$ cat config.mk
export PLATFORM = sky130hd
export DESIGN_NAME = v3n_div_cell
export DESIGN_NICKNAME = d
export VERILOG_FILES = /design/src/hw/rtl/v3n_pkg.sv /design/src/hw/rtl/v3n_div_cell.sv
export SDC_FILE = /design/constraint.sdc
export NUM_CORES = 1
export LEC_CHECK = 0
export BUFFER_PORTS_ARGS = -buffer_cell sky130_fd_sc_hd__buf_4
export CAP_MARGIN = 20
export CORE_AREA = 2 2 178 180
export CTS_BUF_LIST = sky130_fd_sc_hd__clkbuf_8
export CTS_CLUSTER_SIZE = 25
export DETAILED_ROUTE_END_ITERATION = 16
export DIE_AREA = 0 0 180 182
export PLACE_DENSITY = 0.74
export RECOVER_POWER = 25
export SETUP_SLACK_MARGIN = 0.05
export SLEW_MARGIN = 20
export SYNTH_ARGS = -nofsm -noshare
export SYNTH_HDL_FRONTEND = slang
export SYNTH_SLANG_ARGS = --single-unit
$ cat constraint.sdc
create_clock -name clk_i -period 0.8 [get_ports clk_i]
set_input_delay 0.08 -clock clk_i [delete_from_list [all_inputs] [get_ports clk_i]]
set_output_delay 0.08 -clock clk_i [all_outputs]
set_load 0.01 [all_outputs]
$ cat src/hw/rtl/v3n_pkg.sv
package v3n_pkg;

  localparam int unsigned CompW  = 32;
  localparam int unsigned SumW   = 2 * CompW;
  localparam int unsigned RemW   = CompW + 3;
  localparam int unsigned QuotW  = 31;
  localparam int unsigned Lanes  = 3;
  localparam int unsigned SqCells  = SumW / 2;
  localparam int unsigned DivCells = QuotW;

  // Beat moving down the square-root row.
  typedef struct packed {
    logic                          vld;
    logic [SumW-1:0]               n;
    logic [RemW-1:0]               rem;
    logic [CompW-1:0]              root;
    logic [Lanes-1:0][CompW-1:0]   mag;
    logic [Lanes-1:0]              neg;
  } sq_beat_t;

  // Beat moving down the divider row, three lanes side by side.
  typedef struct packed {
    logic                          vld;
    logic [CompW-1:0]              len;
    logic [Lanes-1:0]              neg;
    logic [Lanes-1:0][CompW-1:0]   rem;
    logic [Lanes-1:0][QuotW-1:0]   quot;
    logic [Lanes-1:0]              dbit;
  } div_beat_t;

endpackage

$ cat src/hw/rtl/v3n_div_cell.sv
module v3n_div_cell
  import v3n_pkg::*;
(
  input  logic      clk_i,
  input  logic      rst_ni,
  input  div_beat_t beat_i,
  output div_beat_t beat_o
);

  logic [CompW:0] part [Lanes];
  logic           ge   [Lanes];
  logic           vld_q;
  div_beat_t      beat_d, beat_q;

  // One quotient bit per lane; the remainder stays below the length when it is nonzero.
  always_comb begin
    beat_d = beat_i;
    for (int l = 0; l < Lanes; l++) begin
      part[l] = {beat_i.rem[l], beat_i.dbit[l]};
      ge[l]   = (part[l] >= {1'b0, beat_i.len});
      beat_d.rem[l]  = ge[l] ? CompW'(part[l] - {1'b0, beat_i.len}) : part[l][CompW-1:0];
      beat_d.quot[l] = {beat_i.quot[l][QuotW-2:0], ge[l]};
    end
    beat_d.dbit = '0;
  end

  always_ff @(posedge clk_i or negedge rst_ni) begin
    if (!rst_ni) begin
      vld_q <= 1'b0;
    end else begin
      vld_q <= beat_d.vld;
    end
  end

  always_ff @(posedge clk_i) begin
    beat_q <= beat_d;
  end

  // Only the valid bit is reset; the data fields pass through unreset.
  always_comb begin
    beat_o     = beat_q;
    beat_o.vld = vld_q;
  end

endmodule

# Word level (Yosys, flattened, before mapping)
# Cells that the tools add are included.
[word_totals] ff_bits=225 latchBits=0 mem_bits_rw=0 mem_bits_ro=0 in_bits=230 output_inout_bits=228 n_memories=0
[classes] n_addsub=3 multipliers=0 div=0 order_cmp=3 eq_ne=0 shifts=0 muxes=3 bitwise_logic=0 n_reduce_logical=0
[op_table] op="$ge A33 B32 Y1" count=3
[op_table] op="$mux W32" count=3
[op_table] op="$sub A32 B32 Y32" count=3

# Longest topological paths before layout
[depth] ltp_word=2 depth_mapped=14 depth_no_buf=12

# Worst setup path after synthesis
# OpenSTA, ideal clock, no wires.
[synth_timing] path_kind="input-to-reg" from="input port beat_i[2] (netlist name)" to="register beat_q (netlist bit beat_o[188])" arrival_time_ns=2.453 required_time_ns=0.677 slack_ns=-1.776 cell_stages=12 n_path_buf=0 cell_sequence="inv_1 ha_1 fa_1 nand2b_1 a21oi_1 o211ai_1 a21oi_1 a31oi_1 o31ai_1 a31oi_1 xnor2_1 mux2_1"
[synth_rtl] element="from (decl)" line="v3n_div_cell.sv:6" rtl="input div_beat_t beat_i,"
[synth_rtl] element="to (signal assigned)" line="v3n_div_cell.sv:36" rtl="beat_q <= beat_d;"
[synth_rtl] element="to (decl)" line="v3n_div_cell.sv:13" rtl="div_beat_t beat_d, beat_q;"

==> results.toml <==
[clock_tree]
clkTransAtPathRegs_ns = 0.06
cts_sinks = 225
cts-root-buf = "clkbuf_8"
cts_buffers = 42
h-tree-depth = 2
clk_path_buf_depth = 3
cts_tree = "built"

[floorplanning]
initial_core_util_pct = 35.1
dieHeight_microns = 182
die_w_microns = 180
core-area_sq_um = 31000
ioPinCount = 458
rows = 65
dieArea_sq_um = 32800

[critical_path]
crit_chain = "buf_4 > clkinvlp_4 > ha_4 > o211ai_1 > a31oi_4 > o211ai_2 > a31oi_4 > nand4_4 > o31ai_4 > buf_6 > clkbuf_16 > mux2_4"
crit_top_cell = "a31oi_4"
cp_num_buf_inv = 4
crit_family = "compound AO/OA/AOI/OAI gates"
end_kind = "flop"
critical_path_class = "input port to flop"
critical_path.max_fanout = 6
critPathSlowestCell = "ha_4"
crit_start = "beat_i[199]"
critPathLaunchType = "input port"
slowest_delay_ns = 0.34
cp.required_ns = 1.22
arrival_ns = 2.47

[yosys]
yosysWarnings = 0
syn_area_sq_um = 10900
synth_top_cell_area_share_pct = 41.2
netlist_instances = 1198
synthArstFlopShare_pct = 0.444
synth_cell_types = 76
synth_area_leaders = "dfxtp_1 41%, ha_1 11%, a21oi_1 4.8%"
synth_area_leader_cell = "dfxtp_1"
synth_edf_count = 0
synth_seq_area_share_pct = 41.5
avgSynthCellArea_sq_um = 9.08
ys_ff_latch = 225
synth_ff_type = "dfxtp_1"

[final_layout]
nets = 2584
multi_input_area_sq_um = 7260
nFillCells = 1915
final_cell_count_no_fill = 2690
drive_gt1_share_pct = 59.3
final_util_pct = 75.7
regArea_sq_um = 4790
area_delta_synth_final_pct = 116

[sta]
hold_ws_ns = -0.331
hold_viol_final = 6
period_needed_ns = 2.04
relSlewSlack_pct = 66.3
fin_crit_sh_pct = 255
setup_viol = 324
fin_ws_ns = -1.24
max_freq_mhz = 489
maxSlewViolCount = 0
finalSetupTns_ns = -171.34
grt_setup_unrepaired = "yes"
worst_pin_slew_ns = 0.500

[placed_design]
portBuffers = 451
dp_hpwl_microns = 38400
dpl_worst_slack_ns = -1.89
dpl.cell_count = 2348
place_congestion = 0.912

[status]
violations = "negative hold slack, negative setup slack"
outcome = "finished with violations"

[worst_hold_path]
hold-path-cell-count = 1
hold_path.class = "input port to flop"
hp-start = "beat_i[195]"
hold_end = "beat_o[195]"

[power]
clockPowerShare_pct = 28.1
power_density_nw_per_um2 = 1820
p_int_w = 0.0289
combPwrFrac_pct = 39.5
net-switching-power_w = 0.0138
p_sw_share_pct = 32.3
peakVddDrop_uv = 1230
seqPwrFrac_pct = 32.4
p_leak_nw = 10.7

[routing]
dr.pass1.iters = 6
wire_per_inst_microns = 22.0
route.met3.wl_microns = 3580
avgViaCountPerCell = 5.25
dr_wl_met2_microns = 29900
wl_met1_microns = 21400
ant_nets = 0
drc = 0
initialDrtViolationCount = 733
vias = 14100
routed_wl_microns = 59100
top_layer_used = "met4"

[global_route]
grt_overflow = 0
grt_max_degree = 33
grt_pass1_vias = 13800
grt_pass1_wl_microns = 76800
antenna_found_initial = 2
track_usage_pct = 30.0

[job]
maxCapViolations = 0
==> synth_stat cells, types with 9 or more instances <==
| master | n |
|---|---|
| dfxtp_1 | 224 |
| nand2_1 | 127 |
| a21oi_1 | 105 |
| ha_1 | 96 |
| o21ai_0 | 93 |
| nor2_1 | 66 |
| inv_1 | 60 |
| xnor2_1 | 49 |
| a21o_1 | 35 |
| xor2_1 | 32 |
| clkbuf_1 | 25 |
| nand3_1 | 25 |
| nand4_1 | 20 |
| a31oi_1 | 19 |
| o21bai_1 | 16 |
| nor3_1 | 14 |
| o21a_1 | 14 |
| and3_1 | 13 |
| buf_2 | 12 |
| o211ai_1 | 12 |
| nor2b_1 | 11 |
| nand2b_1 | 10 |
| mux2_2 | 9 |
| o21ai_1 | 9 |
==> metal layers <==
| metal | GRT usage, % | up-vias |
|---|---|---|
| li1 | - | 6370 |
| met1 | 33.4 | 6708 |
| met2 | 55.0 | 775 |
| met3 | 5.40 | 271 |
| met4 | 14.6 | 0 |
| met5 | 0 | - |
==> logic make-up after synthesis <==
group                      Yosys count  share of synthesized area, %
muxes                               15                          1.54
xor gates and xnor gates            81                          6.52
AOI/OAI and AO/OA                  364                          21.6
other                                1                        0.0345
buffers and inverters              110                          4.50
and+or+nand+nor                    303                          12.7
DFF                                225                          41.5
adders and majority gates           99                          11.6
==> flip-flops by register name (all words and copies together) (netlist names) <==
signal / flops
beat_o: 224
vld_q: 1
==> final cells by class <==
| cell class | instances | share of cell area (%) |
|---|---|---|
| antenna | 2 | 0.0213 |
| clock buffer | 53 | 3.11 |
| clock inverter | 22 | 0.651 |
| inverter | 61 | 1.32 |
| multi-input combinational | 865 | 30.9 |
| sequential | 225 | 20.4 |
| tap | 402 | 2.14 |
| timing repair buffer | 1060 | 41.4 |
==> layout by cell type (no fill, tap or decap), types with 37 or more instances in the layout <==
| cell | n |
|---|---|
| clkbuf_8 | 53 |
| buf_4 | 538 |
| a21oi_2 | 37 |
| ha_4 | 38 |
| a21oi_1 | 61 |
| o21ai_1 | 58 |
| xnor2_1 | 49 |
| dlygate4sd3_1 | 223 |
| nand2_1 | 115 |
| buf_6 | 250 |
| dfxtp_2 | 212 |
| nor2_1 | 45 |
| ha_1 | 53 |
| inv_1 | 53 |
==> timing repair <==
item                                   4_1_cts  5_1_grt
setup endpoints to repair                  324      324
endpoints found under the hold margin      224        8
gates resized for setup                    118      578
setup buffers                                9       27
cloned                                       0        6
hold buffers                               220        3
pin swaps                                   24       61
==> how the worst max path moves through the flow <==
| stage | slack [ns] | to | cells after the start |
|---|---|---|---|
| 3_3_place_gp | -1.83 | beat_o[116] | 13 |
| 2_1_floorplan | -1.53 | beat_o[186] | 12 |
| 4_1_cts | -1.16 | beat_o[127] | 13 |
| 5_1_grt | -1.29 | beat_o[186] | 12 |
| 6_report | -1.24 | beat_o[181] | 12 |
| 3_5_place_dp | -1.89 | beat_o[116] | 13 |
==> metrics by stage <==
stage	power [W]	cell area, sq um	hold slack (ns)
after floorplan	0.0194	11500	-0.216
after global placement	0.0261	17700	-0.145
after detailed placement	0.0262	17700	-0.143
after CTS	0.0393	21200	-0.368
after global routing	0.0442	23500	-0.359
final	0.0427	23500	-0.331
==> power groups by stage <==
stage	clock [W]	combinational (W)	sequential (W)
6_report	0.0120	0.0169	0.0138
5_1_grt	0.0126	0.0177	0.0139
4_1_cts	0.0119	0.0142	0.0133
3_5_place_dp	0	0.0128	0.0134
3_3_place_gp	0	0.0126	0.0134
2_1_floorplan	0	0.00536	0.0140
Note: power is estimated with default switching activity, not from simulation.
