==> config.mk <==
export PLATFORM = sky130hd
export DESIGN_NAME = v3n_sqrt_cell
export DESIGN_NICKNAME = d
export VERILOG_FILES = /design/src/hw/rtl/v3n_pkg.sv /design/src/hw/rtl/v3n_sqrt_cell.sv
export SDC_FILE = /design/constraint.sdc
export NUM_CORES = 1
export LEC_CHECK = 0
export BUFFER_PORTS_ARGS = -buffer_cell sky130_fd_sc_hd__buf_2
export CAP_MARGIN = 20
export CORE_AREA = 2 2 179 181
export CTS_CLUSTER_DIAMETER = 60
export DETAILED_ROUTE_END_ITERATION = 16
export DIE_AREA = 0 0 181 183
export PLACE_DENSITY = 0.48
export SKIP_CTS_REPAIR_TIMING = 1
export SLEW_MARGIN = 25
export SYNTH_ARGS = -nofsm -noshare
export SYNTH_HDL_FRONTEND = slang
export SYNTH_SLANG_ARGS = --single-unit
==> constraint.sdc <==
create_clock -name clk_i -period 0.9 [get_ports clk_i]
set_input_delay 0.045 -clock clk_i [delete_from_list [all_inputs] [get_ports clk_i]]
set_output_delay 0.045 -clock clk_i [all_outputs]
set_load 0.03 [all_outputs]
==> src/hw/rtl/v3n_pkg.sv <==
package v3n_pkg;

  localparam int unsigned CompW  = 32;
  localparam int unsigned SumW   = 2 * CompW;
  localparam int unsigned RemW   = CompW + 3;
  localparam int unsigned QuotW  = 31;
  localparam int unsigned Lanes  = 3;
  localparam int unsigned SqCells  = SumW / 2;
  localparam int unsigned DivCells = QuotW;

  // Beat moving down the square-root row.
  typedef struct packed {
    logic                          vld;
    logic [SumW-1:0]               n;
    logic [RemW-1:0]               rem;
    logic [CompW-1:0]              root;
    logic [Lanes-1:0][CompW-1:0]   mag;
    logic [Lanes-1:0]              neg;
  } sq_beat_t;

  // Beat moving down the divider row, three lanes side by side.
  typedef struct packed {
    logic                          vld;
    logic [CompW-1:0]              len;
    logic [Lanes-1:0]              neg;
    logic [Lanes-1:0][CompW-1:0]   rem;
    logic [Lanes-1:0][QuotW-1:0]   quot;
    logic [Lanes-1:0]              dbit;
  } div_beat_t;

endpackage

==> src/hw/rtl/v3n_sqrt_cell.sv <==
module v3n_sqrt_cell
  import v3n_pkg::*;
(
  input  logic     clk_i,
  input  logic     rst_ni,
  input  sq_beat_t beat_i,
  output sq_beat_t beat_o
);

  logic [RemW-1:0] part;
  logic [RemW-1:0] trial;
  logic            ge;
  logic            vld_q;
  sq_beat_t        beat_d, beat_q;

  // One result bit per cell: bring down two radicand bits and try 4r+1.
  always_comb begin
    part   = {beat_i.rem[RemW-3:0], beat_i.n[SumW-1 -: 2]};
    trial  = {1'b0, beat_i.root, 2'b01};
    ge     = (part >= trial);
    beat_d = beat_i;
    beat_d.rem  = ge ? (part - trial) : part;
    beat_d.root = {beat_i.root[CompW-2:0], ge};
    beat_d.n    = {beat_i.n[SumW-3:0], 2'b00};
  end

  always_ff @(posedge clk_i or negedge rst_ni) begin
    if (!rst_ni) begin
      vld_q <= 1'b0;
    end else begin
      vld_q <= beat_d.vld;
    end
  end

  always_ff @(posedge clk_i) begin
    beat_q <= beat_d;
  end

  // Only the valid bit is reset; the data fields pass through unreset.
  always_comb begin
    beat_o     = beat_q;
    beat_o.vld = vld_q;
  end

endmodule

Word level (Yosys, flattened, before mapping)
Cells that the tools add are included.
Storage, ports and cells
  output and inout bits: 231
  input port bits: 233
  word-level logic and storage cells: 11
  bits in registers: 229
Cells by class
  multiplexer cells: 1
  add/sub/neg operators: 1
  magnitude comparators: 1
Operators with widths (number)
  $ge 35x34->1: 1
  $mux 35: 1
  $sub 35x34->35: 1

Longest topological paths before layout
Gate-level depths: netlist of run 1.
  depth after elaboration: 2
  depth in mapped cells: 12
  depth with buffers taken out: 10

Worst setup path before layout of run 1
No wires, ideal clock.
  kind: input to register
  from: in beat_i[104] (netlist bit)
  to: reg beat_q (netlist bit beat_o[159])
  buffers on the path: 1
  arrival time: 2.214 ns
  stages on the path: 11
  setup time: 0.121 ns
  data required time: 0.779 ns
  slack: -1.436 ns
  cells stage by stage: inv_1 ha_1 and4_1 nand3b_1 o2111a_1 o21a_4 a311oi_4 nor3_4 nor2_4 buf_8 mux2_4
RTL lines
  from (decl): line v3n_sqrt_cell.sv:6  | input sq_beat_t beat_i,
  to (signal assigned): line v3n_sqrt_cell.sv:36  | beat_q <= beat_d;
  to (decl): line v3n_sqrt_cell.sv:14  | sq_beat_t beat_d, beat_q;

==> flow_metrics.env, run 1 <==
export IMPL_outcome="complete, but fails checks"
export IMPL_violations="hold timing, setup timing"
export IMPL_synth_cell_types=63
export IMPL_timing_final_ws_setup_ns=-1.04
export IMPL_cp_slowest_cell="a311oi_4"
export IMPL_antenna_left=0
export IMPL_row_count=65
export IMPL_grt_start_max_net_pins=21
export IMPL_firstDrtPassIters=4
export IMPL_required_ns=1.33
export IMPL_synth_top_cell_area_share_pct=62.9
export IMPL_die_w_um=181
export IMPL_p_per_area_nw_per_um2=1930
export IMPL_grtUsageTotal_pct=17.0
export IMPL_cts_tree="yes"
export IMPL_layout_common_cells="buf_6 (236), dlygate4sd3_1 (229), dfxtp_2 (225)"
export IMPL_grt_antenna_before_repair=6
export IMPL_hp_class="in -> reg"
export IMPL_port_buffers=459
export IMPL_fillCellCount=2728
export IMPL_avgRoutedWirePerCell_um=18.9
export IMPL_leakagePower_uw=0.00758
export IMPL_synthArstFlopShare_pct=0.437
export IMPL_critical_path_cell_chain="buf_8, ha_4, and4_1, nand3b_1, o2111a_1, o21a_4, a311oi_4, nor3_4, nor2_4, buf_12, mux2_4"
export IMPL_synth_top_cell_by_area="dfxtp_1"
export IMPL_start_util_pct=23.2
export IMPL_htreeDepth=1
export IMPL_netlist_area_sq_um=7260
export IMPL_design_area_sq_um=16200
export IMPL_min_to="beat_o[139]"
export IMPL_slew_violations=0
export IMPL_drc=0
export IMPL_final_setup_viol_count=265
export IMPL_worstPathArrival_ns=2.37
export IMPL_drtIter0Drc=233
export IMPL_rsz0062_at_grt="true"
export IMPL_routed_wl_um=34900
export IMPL_worstMarginPinSlew_ns=0.519
export IMPL_areaGrowthSynthToFinish_pct=123
export IMPL_vias=7551
export IMPL_yosys_top_cells_area="dfxtp_1 (63%), ha_1 (5.9%), mux2_4 (5.0%), xnor2_1 (2.4%), inv_1 (2.3%)"
export IMPL_path_class="in -> reg"
export IMPL_grt_pass1_wl_um=41900
export IMPL_critPathLaunch="beat_i[137]"
export IMPL_nNetsFinal=1683
export IMPL_finalCritPeriodShare_pct=216
export IMPL_cts_buffers_inserted=29
export IMPL_peakVddDrop_mv=1.55
export IMPL_final_common_cell="buf_6"
export IMPL_dp_slack_ns=-1.65
export IMPL_max_freq_mhz=514
export IMPL_cp_max_fo=20
export IMPL_die_y_um=183
export IMPL_place_congestion=0.822
export IMPL_hpwlAfterDp_um=24900
export IMPL_cts_root_buf="clkbuf_16"
export IMPL_fin_crit_ns=1.94
export IMPL_cts_buffer_depth=3
export IMPL_min_from="beat_i[137]"
export IMPL_fin_hold_ws_ns=-0.270
export IMPL_die_area_sq_um=33100
export IMPL_ys_flop_type="dfxtp_1"
export IMPL_clkTransAtPathRegs_ns=0.05
export IMPL_drive_gt1_share_pct=64.9
export IMPL_yosysWarningCount=0
export IMPL_cts_sinks=229
export IMPL_cp_slowest_stage_delay_ns=0.35
export IMPL_ys_seq_area_share_pct=63.2
export IMPL_ys_ff_latch=229
export IMPL_pin_count=464
export IMPL_synth_edf_count=0
export IMPL_placedInstanceArea_sq_um=11000
export IMPL_worstHoldPathCells=2
export IMPL_viasPerCell=4.10
export IMPL_end_kind="flip-flop"
export IMPL_timing_hold_violations_final=1
export IMPL_syn_avg_cell_area_sq_um=12.4
export IMPL_grt_pass1_vias=6590
export IMPL_netlist_instances=583
export IMPL_slew_headroom_pct=65.0
export IMPL_grt_overflow_total=0
export IMPL_core_area_sq_um=31200
export IMPL_cp_start_kind="primary input"
export IMPL_cap_violations=0
-- registers in the layout (all words and copies together) (netlist names) --
name,flops
vld_q,1
beat_o,228
-- critical path: cells and delay by family --
family,cells,cell delay [ns]
multiplexers,1,0.32
buffers and inverters,2,0.32
AO/OA/AOI/OAI,3,0.76
adder cells (fa/ha/maj),1,0.25
AND/OR/NAND/NOR,4,0.65
-- synth_stat cells (2+ instances only) --
library cell  count
nor3_1           11
nand3b_1          2
buf_12            2
nand2_1          24
o21ai_1           2
nand4_1           8
clkbuf_1          4
mux2_4           24
a211oi_1          2
mux2_2            5
a211o_1           2
a21o_1            9
a221o_1           2
buf_4             3
nand2b_1          2
o21a_1           10
o21ai_0          18
o31ai_1           2
o21bai_1          4
o211ai_1          3
and3_1            5
nor2_1           22
inv_1            44
dfxtp_1         228
xnor2_1          20
ha_1             34
nor2b_1           4
a21oi_1          32
xor2_1           11
a311oi_4          2
a21oi_2           3
and2_1            4
nand3_1           3
mux2i_1           3
-- per-stage QoR --
| stage | setup TNS (ns) | std cells | util, % | hold WS (ns) | power (uW) |
|---|---|---|---|---|---|
| finish | -69.27 | 1841 | 51.9 | -0.270 | 31300 |
| global route | -80.26 | 1841 | 51.9 | -0.293 | 32600 |
| CTS | -92.53 | 1607 | 38.4 | -0.788 | 29300 |
| detailed placement | -56.93 | 1554 | 35.2 | -0.180 | 17500 |
| global placement | -55.97 | 1554 | 35.2 | -0.179 | 17500 |
| floorplan | -47.24 | 584 | - | -0.251 | 15000 |
-- power by group --
part / switching, uW / internal [uW]
sequential: 418 / 11100
clock: 4780 / 6850
combinational: 3930 / 4220
total: 9130 / 22200
-- cell type report --
class                   count  area, sq um  share of cell area, %
diodes                      1         2.50                 0.0154
inverters                  45          181                   1.12
multi-input cells         299         2640                   16.3
clock inverters            17          189                   1.17
flip-flops and latches    229         4870                   30.1
repair buffers            812         7030                   43.4
clock buffers              36          782                   4.83
well taps                 402          503                   3.10
-- routing by layer --
layer | vias to the layer above | routed length (um) | share of wire [%] | GRT usage (%)
met2 | 278 | 17600 | 50 | 29.7
met5 | - | 58 | 0.17 | 0
met3 | 78 | 2210 | 6.3 | 6.49
li1 | 3662 | - | - | -
met4 | 10 | 1360 | 3.9 | 4.81
met1 | 3523 | 13600 | 39 | 19.5
-- worst max-delay path by stage --
stage | endpoint | cells after the start
6_report | beat_o[142] | 11
5_1_grt | beat_o[145] | 12
4_1_cts | beat_o[163] | 11
3_5_place_dp | beat_o[163] | 11
3_3_place_gp | beat_o[142] | 12
2_1_floorplan | beat_o[159] | 10
-- cells by family (layout without fill, tap and decap cells) --
family / Yosys count / in the layout / share of synthesized area (%)
DFF: 229 / 229 / 63.2
other: 1 / 3 / 0.0517
muxes: 32 / 32 / 6.15
xor gates and xnor gates: 31 / 31 / 3.74
and+or+nand+nor: 94 / 94 / 6.83
adders and majority gates: 34 / 34 / 5.86
AOI/OAI and AO/OA: 106 / 106 / 10.5
buffers and inverters: 56 / 910 / 3.67
Power figures use the tool's default switching activity.
==> inputs of run 2 (changes only) <==
Settings changed: PLACE_DENSITY 0.48 to 0.52.
==> flow_metrics.env, run 2 (synthesized netlist as in run 1, its figures left out) <==
export IMPL_slew_headroom_pct=60.8
export IMPL_die_area_sq_um=33100
export IMPL_end_kind="flip-flop"
export IMPL_place_congestion=0.851
export IMPL_worstPathArrival_ns=2.38
export IMPL_worstHoldPathCells=5
export IMPL_required_ns=1.32
export IMPL_drc=0
export IMPL_hp_class="in -> reg"
export IMPL_core_area_sq_um=31200
export IMPL_p_per_area_nw_per_um2=1910
export IMPL_pin_count=464
export IMPL_cap_violations=0
export IMPL_row_count=65
export IMPL_placedInstanceArea_sq_um=11000
export IMPL_grt_start_max_net_pins=15
export IMPL_cp_start_kind="primary input"
export IMPL_met3_usage_pct=6.37
export IMPL_largest_reg_flops=228
export IMPL_fin_crit_ns=1.96
export IMPL_fin_util_pct=52.6
export IMPL_outcome="complete, but fails checks"
export IMPL_port_buffers=459
export IMPL_die_y_um=183
export IMPL_timing_hold_violations_final=0
export IMPL_tns_ns=-66.14
export IMPL_worstMarginPinSlew_ns=0.582
export IMPL_drive_gt1_share_pct=66.4
export IMPL_violations="setup timing"
export IMPL_grt_overflow_total=0
export IMPL_layout_common_cells="buf_6 (233), dlygate4sd3_1 (230), dfxtp_2 (227)"
export IMPL_drtIter0Drc=246
export IMPL_clkTransAtPathRegs_ns=0.06
export IMPL_fillCellCount=2621
export IMPL_final_setup_viol_count=265
export IMPL_max_freq_mhz=510
export IMPL_grtUsageTotal_pct=17.1
export IMPL_final_common_cell="buf_6"
export IMPL_grt_pass1_wl_um=42900
export IMPL_grt_pass1_vias=6923
export IMPL_grt_antenna_before_repair=6
export IMPL_fin_hold_ws_ns=0.0705
export IMPL_path_common_cell="a311oi_4"
export IMPL_cp_max_fo=7
export IMPL_hpwlAfterDp_um=24800
export IMPL_cts_tree="yes"
export IMPL_finalCritPeriodShare_pct=218
export IMPL_use_met1_pct=20.2
export IMPL_antenna_left=0
export IMPL_cts_buffer_depth=3
export IMPL_path_class="in -> reg"
export IMPL_cts_buffers_inserted=29
export IMPL_cp_slowest_cell="a311oi_4"
export IMPL_rsz0062_at_grt="true"
export IMPL_cts_root_buf="clkbuf_16"
export IMPL_peakVddDrop_mv=1.36
export IMPL_grt_use_met2_pct=29.1
export IMPL_areaGrowthSynthToFinish_pct=126
export IMPL_routed_wl_um=36200
export IMPL_htreeDepth=1
export IMPL_timing_final_ws_setup_ns=-1.06
export IMPL_leakagePower_uw=0.00766
export IMPL_cp_slowest_stage_delay_ns=0.35
export IMPL_slew_violations=0
export IMPL_nNetsFinal=1695
export IMPL_avgRoutedWirePerCell_um=19.5
export IMPL_grt_busiest_layer="met2"
export IMPL_design_area_sq_um=16400
export IMPL_dp_slack_ns=-1.65
export IMPL_critical_path_cell_chain="buf_2, ha_4, o21a_1, o211ai_2, a311oi_4, o21a_4, a311oi_4, nor3_4, nor2_4, buf_12, clkbuf_16, mux2i_2"
export IMPL_vias=7703
export IMPL_firstDrtPassIters=4
export IMPL_viasPerCell=4.15
export IMPL_start_util_pct=23.2
export IMPL_cts_sinks=229
export IMPL_die_w_um=181
[run 2: cell count changes in the layout (fill, tap and decap cells not counted), moves of 3 or more]
cell / before / now
buf_2: 223 / 226
a21oi_2: 6 / 10
clkinv_4: 5 / 1
ha_4: 7 / 12
diode_2: 1 / 4
buf_6: 236 / 233
ha_1: 23 / 19
a21oi_1: 26 / 22
clkinv_2: 3 / 7
buf_4: 121 / 126
o21ai_0: 15 / 12
[run 2: final cells by class]
| type | instances | area, sq um | share of cell area (%) |
|---|---|---|---|
| multi-input cells | 299 | 2750 | 16.8 |
| well taps | 402 | 503 | 3.06 |
| clock buffers | 34 | 764 | 4.65 |
| clock inverters | 17 | 169 | 1.03 |
| flip-flops and latches | 229 | 4880 | 29.7 |
| diodes | 4 | 10.0 | 0.0609 |
| repair buffers | 824 | 7170 | 43.6 |
| inverters | 45 | 184 | 1.12 |
[run 2: final timing paths]
check | startpoint | end | slack (ns)
min in group asynchronous | rst_ni | vld_q | 0.37
max in group asynchronous | rst_ni | vld_q | 0.43
max | beat_i[131] | beat_o[153] | -1.06
min | beat_i[163] | beat_o[162] | 0.07
[run 2: report_power, final]
| group | internal, uW | switching, uW |
|---|---|---|
| logic | 4370 | 4060 |
| clock network | 6710 | 4680 |
| registers | 11100 | 433 |
| total | 22200 | 9170 |
[run 2: worst max-delay path, delay by kind of cell]
family | cells | cell delay, ns
simple gates | 2 | 0.22
fa+ha+maj | 1 | 0.23
compound gates | 5 | 1.12
buf+inv | 3 | 0.45
mux | 1 | 0.31
[run 2: stage by stage]
stage | power (uW) | std cells
final | 31400 | 1854
after global routing | 32600 | 1853
after CTS | 29000 | 1609
after detailed placement | 17600 | 1558
after global placement | 17600 | 1558
after floorplan | 15000 | 584
[run 2: layer usage]
metal / wire (um) / vias to the layer above
met2: 17600 / 318
met5: 13 / -
li1: - / 3684
met4: 1730 / 2
met3: 2670 / 86
met1: 14100 / 3613
==> inputs of run 3 (changes only) <==
Clock period 0.9 ns to 1.97 ns, I/O delays scaled along.
==> flow_metrics.env, run 3 (synthesized netlist as in run 1, its figures left out) <==
export IMPL_layout_common_cells="buf_2 (455), dlygate4sd3_1 (230), dfxtp_1 (228)"
export IMPL_grt_start_max_net_pins=21
export IMPL_grt_overflow_total=0
export IMPL_leakagePower_uw=0.00713
export IMPL_max_freq_mhz=490
export IMPL_place_congestion=0.848
export IMPL_die_area_sq_um=33100
export IMPL_post_place_cells=1553
export IMPL_p_sw_uw=4080
export IMPL_cp_slowest_stage_delay_ns=0.37
export IMPL_seq_area_sq_um=4590
export IMPL_hp_class="in -> reg"
export IMPL_cp_start_kind="primary input"
export IMPL_cp_num_buf_inv=5
export IMPL_pin_count=464
export IMPL_path_common_cell="buf_8"
export IMPL_drive_gt1_share_pct=49.0
export IMPL_drc=0
export IMPL_timing_hold_violations_final=0
export IMPL_cap_violations=0
export IMPL_areaGrowthSynthToFinish_pct=99.9
export IMPL_grt_pass1_vias=6639
export IMPL_vias=7554
export IMPL_end_kind="flip-flop"
export IMPL_dp_slack_ns=-0.633
export IMPL_cts_buffers_inserted=29
export IMPL_combPwrFrac_pct=24.5
export IMPL_grtUsageTotal_pct=17.0
export IMPL_fin_util_pct=46.5
export IMPL_cts_buffer_depth=3
export IMPL_crit_family="compound AO/OA/AOI/OAI gates"
export IMPL_antenna_left=0
export IMPL_intPower_uw=9430
export IMPL_slew_headroom_pct=62.2
export IMPL_cts_root_buf="clkbuf_16"
export IMPL_fin_crit_ns=2.04
export IMPL_clkPwrFrac_pct=37.7
export IMPL_viasPerCell=4.08
export IMPL_firstDrtPassIters=4
export IMPL_cp_max_fo=4
export IMPL_clkTransAtPathRegs_ns=0.06
export IMPL_core_area_sq_um=31200
export IMPL_avgRoutedWirePerCell_um=18.2
export IMPL_cts_tree="yes"
export IMPL_grt_antenna_before_repair=9
export IMPL_slew_violations=0
export IMPL_timing_final_ws_setup_ns=-0.0699
export IMPL_violations="setup timing"
export IMPL_seqPwrFrac_pct=37.8
export IMPL_outcome="complete, but fails checks"
export IMPL_port_buffers=459
export IMPL_nNetsFinal=1691
export IMPL_path_class="in -> reg"
export IMPL_final_setup_viol_count=15
export IMPL_cp_slowest_cell="a311oi_4"
export IMPL_worstMarginPinSlew_ns=0.561
export IMPL_critical_path_cell_chain="buf_8, inv_4, ha_4, and4_4, nand3b_1, o2111a_1, o21a_4, a311oi_4, nor3_4, nor2_4, buf_12, clkbuf_16, buf_8, mux2_4"
export IMPL_grt_pass1_wl_um=42100
export IMPL_worstPathArrival_ns=2.47
export IMPL_p_per_area_nw_per_um2=930
export IMPL_rsz0062_at_grt="true"
export IMPL_tns_ns=-0.636
export IMPL_sw_frac_of_total_pct=30.2
export IMPL_finalCritPeriodShare_pct=104
export IMPL_row_count=65
export IMPL_routed_wl_um=33600
export IMPL_cts_sinks=229
export IMPL_final_common_cell="buf_2"
export IMPL_die_y_um=183
export IMPL_peakVddDrop_mv=0.675
export IMPL_multi_input_area_sq_um=2590
export IMPL_fillCellCount=2933
export IMPL_largest_reg_flops=228
export IMPL_final_cells=1850
export IMPL_start_util_pct=23.2
export IMPL_drtIter0Drc=222
export IMPL_hpwlAfterDp_um=24800
export IMPL_htreeDepth=1
export IMPL_required_ns=2.40
export IMPL_die_w_um=181
## run 3: final cells by class
type,count,share of cell area [%]
Antenna cell,3,0.0517
Clock buffer,35,5.43
Clock inverter,17,0.931
Inverter,45,1.27
Multi-Input combinational cell,299,17.9
Sequential cell,229,31.6
Tap cell,402,3.47
Timing Repair Buffer,820,39.4
## run 3: metal layers
layer	GRT usage, %	share of wire, %	vias up
met5	0	0.20	-
met4	4.39	3.0	10
met3	6.33	6.9	72
met2	29.9	50	289
met1	19.5	40	3503
li1	-	-	3680
## run 3: through the flow
step                power, uW  hold WS (ns)  area, sq um
floorplan                6830        -0.197         7370
global placement         8000        -0.126        11000
detailed placement       8000        -0.126        11000
CTS                     13100        -0.697        11900
global route            14000         0.126        14500
finish                  13500         0.133        14500
## run 3: power by group through the flow
stage,logic [uW],clock network (uW),registers (uW)
floorplan,880,0,5950
global placement,2800,0,5200
detailed placement,2800,0,5200
CTS,2820,5190,5100
global route,3510,5380,5140
finish,3310,5090,5110
## run 3: worst paths after layout
| path | cells after the start | end | slack (ns) | startpoint |
|---|---|---|---|---|
| setup / recovery | 14 | beat_o[140] | -0.07 | beat_i[104] |
| max in group asynchronous | 3 | vld_q | 1.42 | rst_ni |
| min in group asynchronous | 3 | vld_q | 0.44 | rst_ni |
| hold / removal | 4 | beat_o[160] | 0.13 | beat_i[158] |
